<file path="src/sv/jse_pkg.sv">
// Shared types, codes and helper functions for the JSON string escaper.
// Used by jse_decode, jse_emit and json_string_escaper_utf8_check.
// No dependencies.
package jse_pkg;

    // Operation codes of an input request.
    localparam logic [1:0] OP_BEGIN = 2'd0;
    localparam logic [1:0] OP_DATA  = 2'd1;
    localparam logic [1:0] OP_END   = 2'd2;

    // Character constants.
    localparam logic [7:0] CH_QUOTE = 8'h22;
    localparam logic [7:0] CH_BSL   = 8'h5C;
    localparam logic [7:0] CH_NL    = 8'h0A;
    localparam logic [7:0] CH_TAB   = 8'h09;
    localparam logic [7:0] CH_CR    = 8'h0D;
    localparam logic [7:0] CH_LC_N  = 8'h6E;
    localparam logic [7:0] CH_LC_T  = 8'h74;
    localparam logic [7:0] CH_LC_R  = 8'h72;
    localparam logic [7:0] CH_LC_U  = 8'h75;
    localparam logic [7:0] CH_ZERO  = 8'h30;
    localparam logic [7:0] CH_LC_A  = 8'h61;

    // UTF-8 lead and continuation bounds.
    localparam logic [7:0] LEAD2_LO = 8'hC2;
    localparam logic [7:0] LEAD2_HI = 8'hDF;
    localparam logic [7:0] LEAD3_LO = 8'hE0;
    localparam logic [7:0] LEAD3_HI = 8'hEF;
    localparam logic [7:0] LEAD4_LO = 8'hF0;
    localparam logic [7:0] LEAD4_HI = 8'hF4;
    localparam logic [7:0] LEAD_ED  = 8'hED;
    localparam logic [7:0] CONT_LO  = 8'h80;
    localparam logic [7:0] CONT_HI  = 8'hBF;
    localparam logic [7:0] E0_LO    = 8'hA0;
    localparam logic [7:0] ED_HI    = 8'h9F;
    localparam logic [7:0] F0_LO    = 8'h90;
    localparam logic [7:0] F4_HI    = 8'h8F;

    // Number of output units a single request can produce.
    localparam int UNITS = 4;

    // How one unit expands into output characters.
    typedef enum logic [1:0] {
        U_NONE,   // empty slot
        U_RAW,    // the byte itself
        U_ESC2,   // backslash then the byte
        U_UESC    // backslash-u-00 and two hex digits of the byte
    } t_kind;

    typedef struct packed {
        t_kind      kind;
        logic [7:0] val;
    } t_unit;

    // Everything one request has to send, in order.
    typedef struct packed {
        t_unit [UNITS-1:0] units;
        logic  [2:0]       n;
    } t_run;

    // Control part of the UTF-8 hold state.
    typedef struct packed {
        logic [7:0] lead;
        logic [1:0] count;
        logic [2:0] explen;
    } t_hold;

    // Lower-case hex digit of a nibble.
    function automatic logic [7:0] hex_digit(input logic [3:0] v);
        if (v < 4'd10) begin
            return CH_ZERO + {4'd0, v};
        end
        return CH_LC_A + {4'd0, v} - 8'd10;
    endfunction

endpackage

</file>
<file path="src/sv/json_string_escaper_utf8_check.sv">
// JSON string escaper with UTF-8 check. Each input request (begin, data byte, end) is
// decoded in the cycle it is accepted; its characters go out from a result register one
// per cycle while the output is ready; the input is stalled until they have gone
// (one for plain ASCII, two per short escape, six per backslash-u escape, up to 24 for a
// broken sequence and its failing byte); the serializer is the limit. A request that
// only extends a held UTF-8 sequence yields nothing. The next request is accepted in the
// cycle the last character of the previous run goes.
module json_string_escaper_utf8_check (
    input  logic       i_clk,
    input  logic       i_rst_n,
    input  logic       i_in_valid,
    output logic       o_in_ready,
    input  logic [1:0] i_op,
    input  logic [7:0] i_data_byte,
    output logic       o_out_valid,
    input  logic       i_out_ready,
    output logic [7:0] o_out_byte,
    output logic       o_last_of_run
);

    jse_pkg::t_hold  r_hold;
    jse_pkg::t_hold  n_hold;
    logic [1:0][7:0] r_cont;
    logic [1:0][7:0] n_cont;
    jse_pkg::t_run   w_run;
    logic            w_accept;
    logic            w_load;
    logic            w_busy;
    logic            w_done;

    // Decode against the current hold state.
    jse_decode u_decode (
        .i_op        (i_op),
        .i_data_byte (i_data_byte),
        .i_hold      (r_hold),
        .i_cont      (r_cont),
        .o_hold      (n_hold),
        .o_cont      (n_cont),
        .o_run       (w_run)
    );

    // A request is taken when the result register is free or drains this cycle.
    assign o_in_ready = !w_busy || w_done;
    assign w_accept   = i_in_valid && o_in_ready;
    assign w_load     = w_accept && (w_run.n != 3'd0);

    jse_emit u_emit (
        .i_clk         (i_clk),
        .i_rst_n       (i_rst_n),
        .i_load        (w_load),
        .i_run         (w_run),
        .o_busy        (w_busy),
        .o_done        (w_done),
        .o_out_valid   (o_out_valid),
        .i_out_ready   (i_out_ready),
        .o_out_byte    (o_out_byte),
        .o_last_of_run (o_last_of_run)
    );

    // Hold state control registers.
    always_ff @(posedge i_clk) begin
        if (!i_rst_n) begin
            r_hold <= '0;
        end else if (w_accept) begin
            r_hold <= n_hold;
        end
    end

    // Held continuation bytes are only read below the held count.
    always_ff @(posedge i_clk) begin
        if (w_accept) begin
            r_cont <= n_cont;
        end
    end

`ifndef NO_ASSERTIONS
    // Never more than two continuations are held.
    a_count_max: assert property (@(posedge i_clk) disable iff (!i_rst_n)
        r_hold.count != 2'd3)
        else $error("held continuation count out of range");

    // With nothing held, the continuation count is zero.
    a_idle_count: assert property (@(posedge i_clk) disable iff (!i_rst_n)
        (r_hold.explen == 3'd0) |-> (r_hold.count == 2'd0))
        else $error("continuations held without a lead");

    // Held count stays below the number of continuations the lead calls for.
    a_count_len: assert property (@(posedge i_clk) disable iff (!i_rst_n)
        (r_hold.explen != 3'd0) |-> (({1'b0, r_hold.count} + 3'd2) <= r_hold.explen))
        else $error("held sequence overran its length");

    // A request that yields characters starts sending them in the next cycle.
    a_run_starts: assert property (@(posedge i_clk) disable iff (!i_rst_n)
        w_load |=> o_out_valid)
        else $error("accepted run not presented");
`endif

endmodule

</file>
<file path="src/sv/jse_decode.sv">
// Combinational decode of one request: next hold state and the run of units to send.
// Depends on jse_pkg.
module jse_decode (
    input  logic [1:0]          i_op,
    input  logic [7:0]          i_data_byte,
    input  jse_pkg::t_hold      i_hold,
    input  logic [1:0][7:0]     i_cont,
    output jse_pkg::t_hold      o_hold,
    output logic [1:0][7:0]     o_cont,
    output jse_pkg::t_run       o_run
);

    // Unit for a byte that is not part of a sequence.
    function automatic jse_pkg::t_unit fresh_unit(input logic [7:0] c);
        jse_pkg::t_unit u;
        u.val  = c;
        u.kind = jse_pkg::U_UESC;
        case (c)
            jse_pkg::CH_QUOTE: u.kind = jse_pkg::U_ESC2;
            jse_pkg::CH_BSL:   u.kind = jse_pkg::U_ESC2;
            jse_pkg::CH_NL: begin
                u.kind = jse_pkg::U_ESC2;
                u.val  = jse_pkg::CH_LC_N;
            end
            jse_pkg::CH_TAB: begin
                u.kind = jse_pkg::U_ESC2;
                u.val  = jse_pkg::CH_LC_T;
            end
            jse_pkg::CH_CR: begin
                u.kind = jse_pkg::U_ESC2;
                u.val  = jse_pkg::CH_LC_R;
            end
            default: begin
                if (c >= 8'h20 && c < 8'h80) begin
                    u.kind = jse_pkg::U_RAW;
                end
            end
        endcase
        return u;
    endfunction

    // Sequence length started by a lead byte, zero when it is no lead.
    function automatic logic [2:0] lead_len(input logic [7:0] c);
        if (c inside {[jse_pkg::LEAD2_LO:jse_pkg::LEAD2_HI]}) begin
            return 3'd2;
        end
        if (c inside {[jse_pkg::LEAD3_LO:jse_pkg::LEAD3_HI]}) begin
            return 3'd3;
        end
        if (c inside {[jse_pkg::LEAD4_LO:jse_pkg::LEAD4_HI]}) begin
            return 3'd4;
        end
        return 3'd0;
    endfunction

    logic [7:0] c;
    logic [7:0] lo;
    logic [7:0] hi;
    logic [2:0] cnt;
    logic [2:0] len;
    logic       flush;

    assign c   = i_data_byte;
    assign len = lead_len(i_data_byte);

    // Range allowed for the next continuation byte.
    always_comb begin
        lo = jse_pkg::CONT_LO;
        hi = jse_pkg::CONT_HI;
        if (i_hold.count == 2'd0) begin
            if (i_hold.lead == jse_pkg::LEAD3_LO) lo = jse_pkg::E0_LO;
            if (i_hold.lead == jse_pkg::LEAD_ED)  hi = jse_pkg::ED_HI;
            if (i_hold.lead == jse_pkg::LEAD4_LO) lo = jse_pkg::F0_LO;
            if (i_hold.lead == jse_pkg::LEAD4_HI) hi = jse_pkg::F4_HI;
        end
    end

    // A held sequence is escaped on end, or on a byte that breaks it.
    assign flush = (i_hold.explen != 3'd0) &&
                   ((i_op == jse_pkg::OP_END) ||
                    ((i_op == jse_pkg::OP_DATA) && (c < lo || c > hi)));

    // Build the run and the next hold state.
    always_comb begin
        o_hold = i_hold;
        o_cont = i_cont;
        o_run  = '0;
        cnt    = 3'd0;

        if (flush) begin
            o_run.units[cnt[1:0]] = '{jse_pkg::U_UESC, i_hold.lead};
            cnt = cnt + 3'd1;
            if (i_hold.count >= 2'd1) begin
                o_run.units[cnt[1:0]] = '{jse_pkg::U_UESC, i_cont[0]};
                cnt = cnt + 3'd1;
            end
            if (i_hold.count >= 2'd2) begin
                o_run.units[cnt[1:0]] = '{jse_pkg::U_UESC, i_cont[1]};
                cnt = cnt + 3'd1;
            end
            o_hold = '0;
        end

        case (i_op)
            jse_pkg::OP_BEGIN: begin
                o_hold = '0;
                o_run.units[cnt[1:0]] = '{jse_pkg::U_RAW, jse_pkg::CH_QUOTE};
                cnt = cnt + 3'd1;
            end
            jse_pkg::OP_END: begin
                o_run.units[cnt[1:0]] = '{jse_pkg::U_RAW, jse_pkg::CH_QUOTE};
                cnt = cnt + 3'd1;
            end
            jse_pkg::OP_DATA: begin
                if (i_hold.explen == 3'd0 || flush) begin
                    // Fresh byte: either starts a sequence or is sent now.
                    if (len != 3'd0) begin
                        o_hold.lead   = c;
                        o_hold.count  = 2'd0;
                        o_hold.explen = len;
                    end else begin
                        o_run.units[cnt[1:0]] = fresh_unit(c);
                        cnt = cnt + 3'd1;
                    end
                end else if (({1'b0, i_hold.count} + 3'd2) >= i_hold.explen) begin
                    // Sequence complete: send it verbatim.
                    o_run.units[cnt[1:0]] = '{jse_pkg::U_RAW, i_hold.lead};
                    cnt = cnt + 3'd1;
                    if (i_hold.count >= 2'd1) begin
                        o_run.units[cnt[1:0]] = '{jse_pkg::U_RAW, i_cont[0]};
                        cnt = cnt + 3'd1;
                    end
                    if (i_hold.count >= 2'd2) begin
                        o_run.units[cnt[1:0]] = '{jse_pkg::U_RAW, i_cont[1]};
                        cnt = cnt + 3'd1;
                    end
                    o_run.units[cnt[1:0]] = '{jse_pkg::U_RAW, c};
                    cnt = cnt + 3'd1;
                    o_hold = '0;
                end else begin
                    // Keep the continuation and wait for more.
                    o_cont[i_hold.count[0]] = c;
                    o_hold.count = i_hold.count + 2'd1;
                end
            end
            default: begin
                o_hold = i_hold;
            end
        endcase
        o_run.n = cnt;
    end

endmodule

</file>
<file path="src/sv/jse_emit.sv">
// Result register and serializer: sends the characters of one run, one per cycle
// while the output is ready. Depends on jse_pkg.
module jse_emit (
    input  logic           i_clk,
    input  logic           i_rst_n,
    input  logic           i_load,
    input  jse_pkg::t_run  i_run,
    output logic           o_busy,
    output logic           o_done,
    output logic           o_out_valid,
    input  logic           i_out_ready,
    output logic [7:0]     o_out_byte,
    output logic           o_last_of_run
);

    logic                          r_busy;
    jse_pkg::t_unit [jse_pkg::UNITS-1:0] r_units;
    logic [2:0]                    r_n;
    logic [1:0]                    r_ui;
    logic [2:0]                    r_ci;

    jse_pkg::t_unit                cur;
    logic [2:0]                    cur_len;
    logic                          unit_end;
    logic                          run_end;

    assign cur = r_units[r_ui];

    // Characters in the current unit.
    always_comb begin
        case (cur.kind)
            jse_pkg::U_ESC2: cur_len = 3'd2;
            jse_pkg::U_UESC: cur_len = 3'd6;
            default:         cur_len = 3'd1;
        endcase
    end

    // Character at the current position.
    always_comb begin
        o_out_byte = cur.val;
        case (cur.kind)
            jse_pkg::U_ESC2: begin
                if (r_ci == 3'd0) o_out_byte = jse_pkg::CH_BSL;
            end
            jse_pkg::U_UESC: begin
                case (r_ci)
                    3'd0:    o_out_byte = jse_pkg::CH_BSL;
                    3'd1:    o_out_byte = jse_pkg::CH_LC_U;
                    3'd4:    o_out_byte = jse_pkg::hex_digit(cur.val[7:4]);
                    3'd5:    o_out_byte = jse_pkg::hex_digit(cur.val[3:0]);
                    default: o_out_byte = jse_pkg::CH_ZERO;
                endcase
            end
            default: o_out_byte = cur.val;
        endcase
    end

    assign unit_end      = (r_ci == cur_len - 3'd1);
    assign run_end       = unit_end && ({1'b0, r_ui} == r_n - 3'd1);
    assign o_out_valid   = r_busy;
    assign o_last_of_run = run_end;
    assign o_busy        = r_busy;
    assign o_done        = r_busy && i_out_ready && run_end;

    // Control: load a new run, or step through the current one.
    always_ff @(posedge i_clk) begin
        if (!i_rst_n) begin
            r_busy <= 1'b0;
            r_ui   <= 2'd0;
            r_ci   <= 3'd0;
        end else if (i_load) begin
            r_busy <= 1'b1;
            r_ui   <= 2'd0;
            r_ci   <= 3'd0;
        end else if (r_busy && i_out_ready) begin
            if (run_end) begin
                r_busy <= 1'b0;
            end else if (unit_end) begin
                r_ui <= r_ui + 2'd1;
                r_ci <= 3'd0;
            end else begin
                r_ci <= r_ci + 3'd1;
            end
        end
    end

    // Payload of the run.
    always_ff @(posedge i_clk) begin
        if (i_load) begin
            r_units <= i_run.units;
            r_n     <= i_run.n;
        end
    end

endmodule

</file>
<file path="config.mk">
export PLATFORM = sky130hd
export DESIGN_NAME = json_string_escaper_utf8_check
export DESIGN_NICKNAME = d
export VERILOG_FILES = /design/src/sv/jse_pkg.sv /design/src/sv/json_string_escaper_utf8_check.sv /design/src/sv/jse_decode.sv /design/src/sv/jse_emit.sv
export SDC_FILE = /design/constraint.sdc
export NUM_CORES = 1
export LEC_CHECK = 0
export ABC_AREA = 1
export BUFFER_PORTS_ARGS = -buffer_cell sky130_fd_sc_hd__buf_2
export CAP_MARGIN = 20
export CELL_PAD_IN_SITES_DETAIL_PLACEMENT = 0
export CELL_PAD_IN_SITES_GLOBAL_PLACEMENT = 2
export CORE_UTILIZATION = 38
export DETAILED_ROUTE_END_ITERATION = 16
export HOLD_SLACK_MARGIN = 0.1
export PLACE_DENSITY = 0.95
export SLEW_MARGIN = 20
export SYNTH_ARGS = -nofsm -noshare
export SYNTH_HDL_FRONTEND = slang
export SYNTH_HIERARCHICAL = 1
export SYNTH_SLANG_ARGS = --single-unit
</file>
<file path="constraint.sdc">
create_clock -name i_clk -period 18.5 [get_ports i_clk]
set_clock_uncertainty 0.2 [all_clocks]
set_input_delay 3.7 -clock i_clk [delete_from_list [all_inputs] [get_ports i_clk]]
set_output_delay 3.7 -clock i_clk [all_outputs]
set_load 0.02 [all_outputs]
</file>
# == After elaboration in Yosys (flattened, before gate mapping) ==
# Index checks and enable logic that the tools add are counted.
# totals
word_cells,232
out_inout_bits,11
reg_bits,78
input_bits,14
# op_classes
reduce_logical,40
n_lt_le_gt_ge,28
eq_ne,18
n_mux,105
n_addsub,17
n_bitwise,7
# ops
cell,n
40-bit two-way mux,13
40-bit bitwise mux,6
10-bit demux with 2-bit select,5
8-bit two-way mux,12
10-bit two-way mux,8
40-bit case mux with 2 select lines,1
3-bit two-way mux,22
13-bit two-way mux,3
13-bit case mux with 3 select lines,1
"8-bit == test, second input constant",4
8-bit case mux with 4 select lines,1
28-bit bitwise AND,1
28-bit NOT,1
"8-bit by 4-bit == test with 1-bit output, second input constant",3
"8-bit greater-or-equal comparator, second input constant",3
"8-bit <= comparator, second input constant",3
6-bit two-way mux,4
8-bit case mux with 3 select lines,1
10-bit binary-select mux with 2-bit select,1
"3-bit by 1-bit adder with 3-bit output, second input constant",6
"2-bit by 3-bit less-than comparator with 1-bit output, second input constant",6
1-bit logical AND,17
"7-bit by 4-bit adder with 8-bit output, first input constant",2
16-bit bitwise mux,1
other kinds (41),90

# == Longest topological paths before layout ==
# logic_depth
word_depth,32
ltp_mapped,35
mapped_depth_nobuf,35

# == Hierarchy ==
# Netlist, hierarchy kept.
# modules_own_cells
module,cells_per_inst,n_inst,area_each_um2,seq_area_each_um2
jse_decode,840,1,4106.4,0.0
jse_emit,284,1,2602.5,1411.4
json_string_escaper_utf8_check,106,1,1108.6,740.7

# == Least setup slack after synthesis ==
# Ideal clock, no wire load.
# synth_path
path_kind,input to register
start,input port i_data_byte[5]
end,register u_emit.r_ci[1]
t_arrival_ps,9339
setup_time_ps,120
t_required_ps,18180
n_path_buf,1
path_stages,29
path_slack_ps,8841
path_cell_list,ha_1 > nand2_1 > inv_1 > nand3_1 > a21oi_1 > nand2_1 > nand2_2 > nand2_4 > nand2_2 > nor2_2 > inv_2 > ha_1 > a21oi_1 > inv_1 > ha_1 > or2_2 > o21ai_2 > ha_1 > clkbuf_1 > nand2_1 > nand2_1 > or2_2 > nand3_1 > nand3_1 > nor3_1 > nor2_1 > nor2_1 > inv_1 > a21oi_1
# synth_lines
element,line,rtl
from (decl),json_string_escaper_utf8_check.sv:14,"input logic [7:0] i_data_byte,"
to (signal assigned),jse_emit.sv:82,r_ci <= r_ci + 3'd1;
to (decl),jse_emit.sv:20,logic [2:0] r_ci;

==> summary.log <==
INFO  sta            slew_violations=0
INFO  placement      dp_cells=1,473
INFO  placement      postPlaceCellArea=7990squm
INFO  clocking       root_buffer=clkbuf_16
INFO  setup_path     critical_path_required=18.59ns
INFO  sta            setup_tns=0ns
INFO  synthesis      synth_xor_xnor_area_share=0.448%
INFO  setup_path     timing.critical_path.arrival=9.29ns
INFO  final_layout   finalNonFillerCells=1,491
INFO  die            floorplan.initialDensity=38.8%
INFO  clocking       tritoncts_num_sinks=78
INFO  clocking       cts_setup_buffers=0
INFO  synthesis      synthSimpleGateAreaFrac=33.4%
INFO  synthesis      synth.avg_cell_area=6.36squm
INFO  setup_path     reg2reg_slack=11.63ns
INFO  setup_path     start_kind=input pin
INFO  power          vdd_drop_max=0.0000485V
INFO  route          firstDrtPassIters=5
INFO  final_layout   post_route_cells_drive_above_1_share=9.58%
INFO  clocking       cts_buffer_depth=2
INFO  sta            final.period_utilization=49.7%
INFO  outcome        run_status=finished clean
INFO  placement      numPortBuffers=24
INFO  route          drc_errors=0
INFO  global_routing global_route.overflow_total=0
INFO  setup_path     timing.critical_path.max_delay_family=simple AND/OR/NAND/NOR gates
INFO  route          routed_wirelength=30,700microns
INFO  setup_path     crit-reg2reg-capture=u_emit/r_ci[2]
INFO  synthesis      synth_fa_ha_area_share=4.64%
INFO  synthesis      edff_count_synth=59
INFO  global_routing vias_in_the_first_global_route=7,604
INFO  route          drt.antenna.violating_nets=0
INFO  die            placementRows=52
INFO  route          route.detailed.vias_per_inst=5.75
INFO  setup_path     reg2regPathDepth=35
INFO  synthesis      synth-seq-area-share=27.5%
INFO  setup_path     cpMaxStageDelayCell=ha_1
INFO  synthesis      synth_cell_type_count=46
INFO  sta            setup_viol=0
INFO  final_layout   final_core_util=41.2%
INFO  min_path       timing.hold.worst.class=reg2reg
INFO  clocking       ctsResizeCount=0
INFO  synthesis      synth.yosys.warnings=6
INFO  placement      globalplace.congestion=0.987
INFO  route          num_vias=8,577
INFO  power          pwr_density_cell=86.1nW/um^2
INFO  synthesis      synth-seq-cells=78
INFO  synthesis      synth_compound_area_share=21.6%
INFO  die            die-area=21,100squm
INFO  final_layout   design_area=8310squm
INFO  route          routedWlPerCell=20.6microns
INFO  clocking       cts.hold.buffers_added=0
INFO  global_routing grt_first_pass_wirelength=46,200microns
INFO  setup_path     worstSetupEndpointType=flip-flop
INFO  setup_path     cp_max_fo=35
INFO  synthesis      number_of_nets_in_the_synthesized_netlist=1,273
INFO  sta            finalHoldWorstSlack=0.304ns
INFO  sta            maxSlewHeadroom=29.2%
INFO  synthesis      ys_async_sr_fraction=0%
INFO  min_path       worst_hold_path.endpoint=u_emit/r_ci[1]
INFO  sta            rsz0062_at_grt=false
INFO  setup_path     timing.critical_path.mode_cell=inv_1
INFO  setup_path     timing.critical_path.slowest_cell_delay=0.47ns
INFO  synthesis      synth_mux_area_share=0%
INFO  clocking       worst_skew_pair.late_latency=0.36ns
INFO  global_routing grt_antenna_before_repair=0
INFO  power          p_leak=3.80nW
INFO  final_layout   syn2layout_area_growth=6.26%
INFO  clocking       cts-buffers-inserted=9
INFO  synthesis      synth-main-ff-cell=edfxtp_1
INFO  setup_path     critPathBufInv=8
INFO  synthesis      synth_cells=1,230
INFO  sta            final-hold-violation-count=0
INFO  synthesis      mappedNetlistArea=7820squm
INFO  die            die_h=145microns
INFO  global_routing grt_start_max_net_pins=46
INFO  sta            maxClockFrequency=0.109GHz
INFO  placement      dpl.hpwl=23,000microns
INFO  setup_path     reg2reg_from=r_hold[3]
INFO  die            core_area=20,200squm
INFO  clocking       number_of_levels_the_h_tree_was_split_into=3
INFO  sta            worst-slew-pin-transition=1.06ns
INFO  clocking       cts_tree=built
INFO  min_path       whs_path_depth=2
INFO  final_layout   layout.nets=1,259
INFO  route          drtIter0Drc=872
INFO  setup_path     class_of_the_most_critical_setup_path=in2reg
INFO  min_path       hold_path_startpoint=u_emit/r_ci[1]
INFO  sta            fin_crit=9.19ns
INFO  die            ioPinCount=25
INFO  synthesis      synth_top_family_by_area=simple AND/OR/NAND/NOR gates
INFO  clocking       cts.clk_slew.worst_paths=0.07ns
INFO  global_routing globalRouteTotalUtil=28.8%
INFO  flow_run       timing.max_cap.violations=0
INFO  final_layout   antenna_cells=0
INFO  die            die_x=145microns
-- power by group --
part	switching [W]	total [W]	internal (W)
Sequential	0.0000186	0.000231	0.000212
Clock	0.0000794	0.000172	0.0000927
Combinational	0.000225	0.000312	0.0000872
-- worst min-delay path, stage by stage, from the launching register on --
cell and delay, ns:
dfxtp_1 0.33, nand3_1 0.08, a21oi_1 0.05
-- metrics by stage --
| step | power, W | setup WS (ns) |
|---|---|---|
| 2_1_floorplan | 0.000444 | 8.84 |
| 3_5_place_dp | 0.000533 | 8.70 |
| 6_report | 0.000715 | 9.31 |
| 5_1_grt | 0.000754 | 8.78 |
| 4_1_cts | 0.000705 | 9.08 |
| 3_3_place_gp | 0.000534 | 8.84 |
-- cells in the mapped netlist, drive strengths merged (2+ instances only) --
cell	count	area, sq um
nand2	356	1440
inv	155	582
o21ai	130	658
a21oi	107	551
nand3	107	551
nor2	93	392
edfxtp	59	1770
buf	35	265
ha	29	363
clkbuf	24	90.1
o211ai	24	180
dfxtp	19	380
nor3	19	111
a31oi	14	87.6
o22ai	12	75.1
nand4	11	68.8
clkinv	7	28.8
a211oi	6	45.0
o221ai	4	35.0
xor2	4	35.0
nor4	3	18.8
or2	3	18.8
nand3b	2	15.0
-- logic make-up after synthesis --
kind of cell / count (synthesis)
buf+inv: 221
fa+ha+maj: 29
simple gates: 594
xor+xnor: 4
flops: 78
compound gates: 304
-- per-layer routing --
| layer | GRT usage [%] | vias to the layer above | wire [microns] |
|---|---|---|---|
| met1 | 39.9 | 3992 | 13700 |
| met5 | 0 | - | 0 |
| met4 | 10.7 | 0 | 1000 |
| met3 | 5.42 | 58 | 2720 |
| li1 | - | 4082 | - |
| met2 | 44.3 | 445 | 13300 |
-- area by class of cell --
cell class	instances	area, sq um
Fill cell	2250	11900
Multi-Input combinational cell	931	4710
Sequential cell	78	2150
Inverter	162	611
Tap cell	270	338
Clock buffer	9	225
Timing Repair Buffer	34	215
Clock inverter	7	58.8
-- worst max path at each step --
| stage | start | cells past startpoint | to |
|---|---|---|---|
| global placement | i_op[0] | 27 | u_emit/r_ci[2] |
| finish | i_op[0] | 27 | u_emit/r_ci[2] |
| global route | i_op[0] | 27 | u_emit/r_ci[1] |
| floorplan | i_data_byte[5] | 29 | u_emit/r_ci[1] |
| CTS | i_op[0] | 27 | u_emit/r_ci[2] |
| detailed placement | i_op[0] | 27 | u_emit/r_ci[2] |
-- cell usage in the layout, fill, tap and decap left out, types with 4 or more instances in the layout --
cell / synthesis / routed
a211oi_1: 6 / 6
a21oi_1: 105 / 105
a31oi_1: 14 / 14
buf_2: 14 / 24
buf_4: 9 / 9
clkbuf_16: 0 / 9
clkinv_1: 5 / 5
dfxtp_1: 19 / 19
edfxtp_1: 59 / 59
ha_1: 29 / 29
inv_1: 141 / 141
inv_2: 14 / 14
nand2_1: 327 / 327
nand2_2: 23 / 23
nand2_4: 6 / 6
nand3_1: 104 / 104
nand4_1: 11 / 11
nor2_1: 84 / 83
nor2_2: 5 / 5
nor2_4: 4 / 5
nor3_1: 17 / 17
o211ai_1: 24 / 24
o21ai_0: 102 / 102
o21ai_1: 26 / 26
o221ai_1: 4 / 4
o22ai_1: 12 / 12
xor2_1: 4 / 4
-- sequential cells by signal, summed over array words and instances (netlist names) --
name and count:
r_cont 16, r_hold 13, u_emit/o_busy 1, u_emit/r_ci 3
u_emit/r_n 3, u_emit/r_ui 2, u_emit/r_units 40
No activity file was read; power rests on OpenSTA's default activity.
